### src/fcv_pkg.sv
// ---------------------------------------------------------------------------
// fcv_pkg
// Shared types, register codes and helpers for the flash CRC verifier.
// ---------------------------------------------------------------------------
package fcv_pkg;

    typedef enum logic [1:0] {
        WIDTH_8       = 2'd0,
        WIDTH_16      = 2'd1,
        WIDTH_32      = 2'd2,
        WIDTH_INVALID = 2'd3
    } width_code_t;

    typedef enum logic [1:0] {
        REG_WIDTH_CODE  = 2'd0,
        REG_POLYNOMIAL  = 2'd1,
        REG_CRC_IN_DATA = 2'd2,
        REG_LAST_INDEX  = 2'd3
    } cfg_reg_t;

    localparam int unsigned CRC_W      = 32;
    localparam int unsigned BYTE_W     = 8;
    localparam int unsigned CFG_IDX_W  = 2;
    localparam int unsigned CFG_DATA_W = 32;

    localparam width_code_t       RST_WIDTH_CODE  = WIDTH_32;
    localparam logic [CRC_W-1:0]  RST_POLYNOMIAL  = 32'h04C1_1DB7;
    localparam logic              RST_CRC_IN_DATA = 1'b1;
    localparam logic [CRC_W-1:0]  RST_LAST_INDEX  = 32'h0000_0000;

    typedef struct packed {
        width_code_t      width_code;
        logic [CRC_W-1:0] polynomial;
    } crc_cfg_t;

    function automatic logic [CRC_W-1:0] width_mask(input width_code_t code);
        logic [CRC_W-1:0] m;
        case (code)
            WIDTH_8:  m = 32'h0000_00FF;
            WIDTH_16: m = 32'h0000_FFFF;
            WIDTH_32: m = 32'hFFFF_FFFF;
            default:  m = 32'h0000_0000;
        endcase
        return m;
    endfunction

    // bytes occupied by the stored CRC
    function automatic logic [2:0] crc_bytes(input width_code_t code);
        logic [2:0] n;
        case (code)
            WIDTH_8:  n = 3'd1;
            WIDTH_16: n = 3'd2;
            WIDTH_32: n = 3'd4;
            default:  n = 3'd0;
        endcase
        return n;
    endfunction

endpackage

### src/flash_crc_verifier_core.sv
// ---------------------------------------------------------------------------
// flash_crc_verifier_core
// Byte-stream CRC check of a memory range, one result per run.
// ---------------------------------------------------------------------------
// Channel   Direction  Handshake          Payload
// s_        in         s_valid/s_ready    s_data_byte
// m_        out        m_valid/m_ready    m_crc_value, m_check_failed, m_ever_nonzero
// cfg_      in         cfg_we             cfg_index, cfg_wdata
//
// One byte per cycle unless the final byte waits; CRC feedback is combinational.
// The final byte is held in in_byte_reg before its result is registered.
// Reset loads register defaults and clears CRC, position and nonzero flag.
// Only the final byte of a run waits when the result register is still full.
// ---------------------------------------------------------------------------
module flash_crc_verifier_core
    import fcv_pkg::*;
(
    input  logic                  aclk,
    input  logic                  aresetn,

    input  logic                  s_valid,
    output logic                  s_ready,
    input  logic [BYTE_W-1:0]     s_data_byte,

    output logic                  m_valid,
    input  logic                  m_ready,
    output logic [CRC_W-1:0]      m_crc_value,
    output logic                  m_check_failed,
    output logic                  m_ever_nonzero,

    input  logic                  cfg_we,
    input  logic [CFG_IDX_W-1:0]  cfg_index,
    input  logic [CFG_DATA_W-1:0] cfg_wdata
);

    width_code_t       width_code_reg;
    logic [CRC_W-1:0]  polynomial_reg;
    logic              crc_in_data_reg;
    logic [CRC_W-1:0]  last_index_reg;

    logic              in_valid_reg, in_valid_next;
    logic [BYTE_W-1:0] in_byte_reg;

    logic [CRC_W-1:0]  crc_reg, crc_next;
    logic [CRC_W-1:0]  pos_reg, pos_next;
    logic              seen_reg, seen_next;

    logic              out_valid_reg, out_valid_next;
    logic [CRC_W-1:0]  out_crc_reg;
    logic              out_failed_reg;
    logic              out_seen_reg;

    crc_cfg_t          cfg;
    logic              is_last;
    logic              fire;
    logic              replace;
    logic [CRC_W:0]    pos_plus;
    logic [BYTE_W-1:0] data_eff;
    logic [CRC_W-1:0]  crc_new;
    logic              seen_upd;
    logic              failed;

    // configuration
    always_ff @(posedge aclk) begin
        if (!aresetn) begin
            width_code_reg  <= RST_WIDTH_CODE;
            polynomial_reg  <= RST_POLYNOMIAL;
            crc_in_data_reg <= RST_CRC_IN_DATA;
            last_index_reg  <= RST_LAST_INDEX;
        end else if (cfg_we) begin
            case (cfg_reg_t'(cfg_index))
                REG_WIDTH_CODE:  width_code_reg  <= width_code_t'(cfg_wdata[1:0]);
                REG_POLYNOMIAL:  polynomial_reg  <= cfg_wdata[CRC_W-1:0];
                REG_CRC_IN_DATA: crc_in_data_reg <= cfg_wdata[0];
                REG_LAST_INDEX:  last_index_reg  <= cfg_wdata[CRC_W-1:0];
                default: ;
            endcase
        end
    end

    assign cfg.width_code = width_code_reg;
    assign cfg.polynomial = polynomial_reg;

    assign is_last  = (pos_reg == last_index_reg);
    assign fire     = in_valid_reg && (!is_last || !out_valid_reg || m_ready);
    assign s_ready  = !in_valid_reg || fire;

    // external CRC bytes read as zero
    assign pos_plus = {1'b0, pos_reg} + {30'h0, crc_bytes(width_code_reg)};
    assign replace  = !crc_in_data_reg && (width_code_reg != WIDTH_INVALID)
                      && (pos_plus > {1'b0, last_index_reg});
    assign data_eff = replace ? '0 : in_byte_reg;

    fcv_byte_update u_byte_update (
        .cfg     (cfg),
        .crc_in  (crc_reg),
        .data_in (data_eff),
        .crc_out (crc_new)
    );

    assign seen_upd = seen_reg || (crc_new != '0);
    assign failed   = crc_in_data_reg &&
                      ((width_code_reg == WIDTH_INVALID) || (crc_new != '0) || !seen_upd);

    always_comb begin
        in_valid_next  = in_valid_reg;
        crc_next       = crc_reg;
        pos_next       = pos_reg;
        seen_next      = seen_reg;
        out_valid_next = out_valid_reg && !m_ready;

        if (fire) begin
            in_valid_next = 1'b0;
        end
        if (s_valid && s_ready) begin
            in_valid_next = 1'b1;
        end

        if (fire) begin
            if (is_last) begin
                crc_next       = '0;
                pos_next       = '0;
                seen_next      = 1'b0;
                out_valid_next = 1'b1;
            end else begin
                crc_next  = crc_new;
                pos_next  = pos_reg + 32'd1;
                seen_next = seen_upd;
            end
        end
    end

    always_ff @(posedge aclk) begin
        if (!aresetn) begin
            in_valid_reg  <= 1'b0;
            crc_reg       <= '0;
            pos_reg       <= '0;
            seen_reg      <= 1'b0;
            out_valid_reg <= 1'b0;
        end else begin
            in_valid_reg  <= in_valid_next;
            crc_reg       <= crc_next;
            pos_reg       <= pos_next;
            seen_reg      <= seen_next;
            out_valid_reg <= out_valid_next;
        end
    end

    always_ff @(posedge aclk) begin
        if (s_valid && s_ready) begin
            in_byte_reg <= s_data_byte;
        end
        if (fire && is_last) begin
            out_crc_reg    <= crc_new;
            out_failed_reg <= failed;
            out_seen_reg   <= seen_upd;
        end
    end

    assign m_valid        = out_valid_reg;
    assign m_crc_value    = out_crc_reg;
    assign m_check_failed = out_failed_reg;
    assign m_ever_nonzero = out_seen_reg;

    // external mode never fails
    a_ext_pass: assert property (@(posedge aclk) disable iff (!aresetn)
        (out_valid_reg && !crc_in_data_reg) |-> !out_failed_reg)
        else $error("external mode result flagged as failed");

    // invalid width gives an empty result
    a_invalid_zero: assert property (@(posedge aclk) disable iff (!aresetn)
        (out_valid_reg && width_code_reg == WIDTH_INVALID)
            |-> (out_crc_reg == '0 && !out_seen_reg))
        else $error("invalid width produced nonzero CRC or flag");

    // run state clears after the final byte
    a_run_clear: assert property (@(posedge aclk) disable iff (!aresetn)
        (fire && is_last) |=> (pos_reg == '0 && crc_reg == '0 && !seen_reg))
        else $error("run state not cleared after final byte");

    // updated CRC stays within the selected width
    a_crc_masked: assert property (@(posedge aclk) disable iff (!aresetn)
        (crc_new & ~width_mask(width_code_reg)) == '0)
        else $error("CRC update exceeds selected width");

    // a held byte blocks the next request
    a_hold_blocks: assert property (@(posedge aclk) disable iff (!aresetn)
        (in_valid_reg && !fire) |-> !s_ready)
        else $error("request accepted while held byte pending");

endmodule

### src/fcv_byte_update.sv
// ---------------------------------------------------------------------------
// fcv_byte_update
// One byte step of the augmented MSB-first CRC (8, 16 or 32 bit).
// ---------------------------------------------------------------------------
module fcv_byte_update
    import fcv_pkg::*;
(
    input  crc_cfg_t          cfg,
    input  logic [CRC_W-1:0]  crc_in,
    input  logic [BYTE_W-1:0] data_in,
    output logic [CRC_W-1:0]  crc_out
);

    always_comb begin
        logic [CRC_W-1:0]  crc_m;
        logic [BYTE_W-1:0] top;
        logic [CRC_W-1:0]  shifted;
        logic [CRC_W-1:0]  poly_lj;
        logic [CRC_W-1:0]  v;
        logic [CRC_W-1:0]  tbl;

        crc_m = crc_in & width_mask(cfg.width_code);
        case (cfg.width_code)
            WIDTH_8: begin
                top     = crc_m[7:0];
                shifted = {24'h0, data_in};
                poly_lj = {cfg.polynomial[7:0], 24'h0};
            end
            WIDTH_16: begin
                top     = crc_m[15:8];
                shifted = {16'h0, crc_m[7:0], data_in};
                poly_lj = {cfg.polynomial[15:0], 16'h0};
            end
            WIDTH_32: begin
                top     = crc_m[31:24];
                shifted = {crc_m[23:0], data_in};
                poly_lj = cfg.polynomial;
            end
            default: begin
                top     = '0;
                shifted = '0;
                poly_lj = '0;
            end
        endcase

        // left-justified so one datapath serves every width
        v = {top, 24'h0};
        for (int k = 0; k < BYTE_W; k++) begin
            v = v[CRC_W-1] ? ({v[CRC_W-2:0], 1'b0} ^ poly_lj) : {v[CRC_W-2:0], 1'b0};
        end

        case (cfg.width_code)
            WIDTH_8:  tbl = {24'h0, v[31:24]};
            WIDTH_16: tbl = {16'h0, v[31:16]};
            WIDTH_32: tbl = v;
            default:  tbl = '0;
        endcase

        crc_out = (cfg.width_code == WIDTH_INVALID) ? '0 : (shifted ^ tbl);
    end

endmodule

### config.mk
export PLATFORM = sky130hd
export DESIGN_NAME = flash_crc_verifier_core
export DESIGN_NICKNAME = d
export VERILOG_FILES = /design/src/fcv_pkg.sv /design/src/flash_crc_verifier_core.sv /design/src/fcv_byte_update.sv
export SDC_FILE = /design/constraint.sdc
export NUM_CORES = 1
export LEC_CHECK = 0
export ABC_AREA = 1
export BUFFER_PORTS_ARGS = -buffer_cell sky130_fd_sc_hd__buf_2
export CORE_AREA = 2 2 163 165
export DETAILED_ROUTE_END_ITERATION = 10
export DIE_AREA = 0 0 165 167
export PLACE_DENSITY = 0.77
export RECOVER_POWER = 100
export SLEW_MARGIN = 20
export SYNTH_ARGS = -nofsm -noshare
export SYNTH_HDL_FRONTEND = slang
export SYNTH_HIERARCHICAL = 1
export SYNTH_SLANG_ARGS = --single-unit
### constraint.sdc
create_clock -name aclk -period 10.2 [get_ports aclk]
set_input_delay 2.04 -clock aclk [delete_from_list [all_inputs] [get_ports aclk]]
set_output_delay 2.04 -clock aclk [all_outputs]
set_load 0.01 [all_outputs]
==> impl_metrics.env <==
export IMPL_status="finished with violations"
export IMPL_violations="max-capacitance violations, max-slew violations"
export IMPL_area_growth_pct=4.70
export IMPL_crit_path_end_kind="flip-flop"
export IMPL_drive_above_1_share=0.0552
export IMPL_syn_num_nets=2626
export IMPL_ys_warn_count=6
export IMPL_cts_resized=0
export IMPL_drt_total_wl_mm=55.4
export IMPL_slew_violations=280
export IMPL_fin_skew_ns=0.0184
export IMPL_ys_types=46
export IMPL_cts_clk_slew_worst_paths_ns=0.08
export IMPL_yosysSeqAreaShare=0.259
export IMPL_drv_cap=6
export IMPL_synth_area_leaders="nand2_1 (24%), dfxtp_1 (18%), nand3_1 (8.4%)"
export IMPL_initial_core_util=0.590
export IMPL_synth_most_common_cell="nand2_1"
export IMPL_final_cell_area_um2=15900
export IMPL_start_kind="flip-flop"
export IMPL_p_int_mw=1.25
export IMPL_dp_cells=2839
export IMPL_ant_nets=0
export IMPL_dp_hpwl_mm=41.8
export IMPL_grt_first_pass_wirelength_mm=83.5
export IMPL_ir_worst_vdd_uv=137
export IMPL_finalHoldViolCount=0
export IMPL_powerDensity_nw_per_um2=130
export IMPL_clock_tree_buffer_depth=2
export IMPL_p_sw_mw=0.822
export IMPL_arrival_ns=9.25
export IMPL_critical_path_top_delay_family="simple AND/OR/NAND/NOR gates"
export IMPL_synth_area_um2=15200
export IMPL_path_buf_inv=1
export IMPL_p_clk_frac=0.320
export IMPL_crit_required_ns=10.37
export IMPL_final_cells=2871
export IMPL_leakagePower_nw=7.08
export IMPL_place_congestion=1.05
export IMPL_synth_top_cell_area_share=0.241
export IMPL_place_ws_ns=1.76
export IMPL_syn_inst=2538
export IMPL_path_class="reg2reg"
export IMPL_period_needed_ns=9.09
export IMPL_holdBufCountCts=0
export IMPL_cts_made_buffers=17
export IMPL_pwr_share_comb=0.305
export IMPL_ys_seq_elements=176
export IMPL_track_usage=0.397
export IMPL_synthTopCellsByCount="nand2_1 (975), nand3_1 (256), nor2_1 (226)"
export IMPL_cts_tree="built"
export IMPL_crit_top_cell="nand3_1"
export IMPL_clock_sinks=176
export IMPL_cp_slowest_stage_delay_ns=0.74
export IMPL_hold_class="reg2reg"
export IMPL_antenna_found_initial=1
export IMPL_clk_latency_ns=0.44
export IMPL_die_x_um=165
export IMPL_first_global_vias=14568
export IMPL_port_buffers=82
export IMPL_nNetsFinal=2611
export IMPL_num_rows=59
export IMPL_drt_iter0_markers=2436
export IMPL_yosys_area_top_type="nand2_1"
export IMPL_dr_pass1_iters=7
export IMPL_core_area_um2=25800
export IMPL_die_h_um=167
export IMPL_crit_slowest_cell="nand2_2"
export IMPL_synth_edf_count=42
export IMPL_post_cts_buffers=0
export IMPL_fin_ws_ns=1.11
export IMPL_period_share=0.891
export IMPL_root_buffer="clkbuf_16"
export IMPL_relSlewSlack=-1.33
export IMPL_htree_levels=4
export IMPL_vias=16832
export IMPL_synthFlopType="dfxtp_1"
export IMPL_boundaryPins=83
export IMPL_grt_max_degree=70
export IMPL_die_area_um2=27600
export IMPL_fmax_mhz=110
export IMPL_crit_fanout=51
export IMPL_via_per_inst=5.86
export IMPL_tns_ns=0
export IMPL_synth_async_sr_flop_share=0
export IMPL_setup_viol=0
export IMPL_worstMarginPinSlew_ns=3.50
export IMPL_sw_frac_of_total=0.396
export IMPL_overflow=0
export IMPL_seqPwrFrac=0.375
export IMPL_syn_avg_cell_area_um2=5.99
export IMPL_rsz0062_at_grt="no"
export IMPL_drc=0
export IMPL_antenna_diode_count=0
export IMPL_wl_per_cell_um=19.3
export IMPL_postLayoutCoreUtil=0.618
export IMPL_dpl_cell_area_um2=15400
[worst paths after layout]
| check | startpoint | to | slack (ns) | cells after the start |
|---|---|---|---|---|
| setup / recovery | width_code_reg[0] | m_check_failed | 1.11 | 29 |
| hold / removal | crc_reg[31] | crc_reg[31] | 0.47 | 2 |
| setup reg to reg | width_code_reg[0] | m_check_failed | 1.11 | 29 |
| hold reg to reg | crc_reg[31] | crc_reg[31] | 0.47 | 2 |
[placed cells by master, fill, tap and decap left out, types with 6 or more instances in the layout]
cell type | netlist | layout
buf_2 | 41 | 46
xnor2_1 | 22 | 22
nand3b_1 | 6 | 6
edfxtp_1 | 42 | 42
clkbuf_16 | 0 | 17
nand3_2 | 7 | 7
nor3_1 | 13 | 13
nor2_1 | 226 | 226
nand4_1 | 55 | 55
nand2_1 | 975 | 975
inv_6 | 0 | 6
o21ai_0 | 65 | 66
inv_1 | 202 | 203
clkinv_1 | 6 | 6
xor2_1 | 138 | 138
buf_4 | 11 | 8
nand3_1 | 256 | 256
dfxtp_1 | 134 | 134
nand2_2 | 10 | 10
clkbuf_1 | 50 | 43
a21oi_1 | 135 | 136
inv_2 | 29 | 28
ha_1 | 40 | 40
[through the flow]
| step | total power, mW | hold slack (ns) |
|---|---|---|
| after floorplan | 1.23 | 0.429 |
| after global placement | 1.39 | 0.441 |
| after detailed placement | 1.40 | 0.450 |
| after CTS | 2.05 | 0.466 |
| after global routing | 2.16 | 0.507 |
| final | 2.07 | 0.473 |
[layout make-up]
class | count | area (um^2)
sequential | 176 | 3940
inverter | 237 | 890
clock inverter | 14 | 140
timing repair buffer | 96 | 448
fill | 2543 | 9850
clock buffer | 18 | 429
tap | 335 | 419
multi-input combinational | 1995 | 9650
[per-layer routing]
layer,track usage,up-vias,wire (um)
met3,0.135,115,7780
li1,-,7996,-
met2,0.540,1008,21800
met5,0,-,0
met1,0.588,7713,24300
met4,0.110,0,1610
[worst register-to-register path, delay by kind of cell, from the launching register on]
kind	cells	cell delay (ns)
xor+xnor	1	0.28
buf+inv	1	0.48
flops	1	0.50
fa+ha+maj	1	0.67
compound gates	2	0.33
simple gates	24	6.55
[power by group through the flow]
stage / logic (mW) / clock network (mW) / registers, mW
2_1_floorplan: 0.447 / 0 / 0.781
3_3_place_gp: 0.599 / 0 / 0.792
3_5_place_dp: 0.608 / 0 / 0.791
4_1_cts: 0.611 / 0.660 / 0.776
5_1_grt: 0.689 / 0.691 / 0.779
6_report: 0.633 / 0.663 / 0.778
[cell families after synthesis]
group / after synthesis / synth area share
AO/OA/AOI/OAI: 226 / 0.0783
XOR/XNOR: 160 / 0.0922
adder cells (fa/ha/maj): 41 / 0.0342
buffers and inverters: 367 / 0.106
flip-flops: 176 / 0.259
AND/OR/NAND/NOR: 1568 / 0.430
Power figures use the tool's default switching activity.
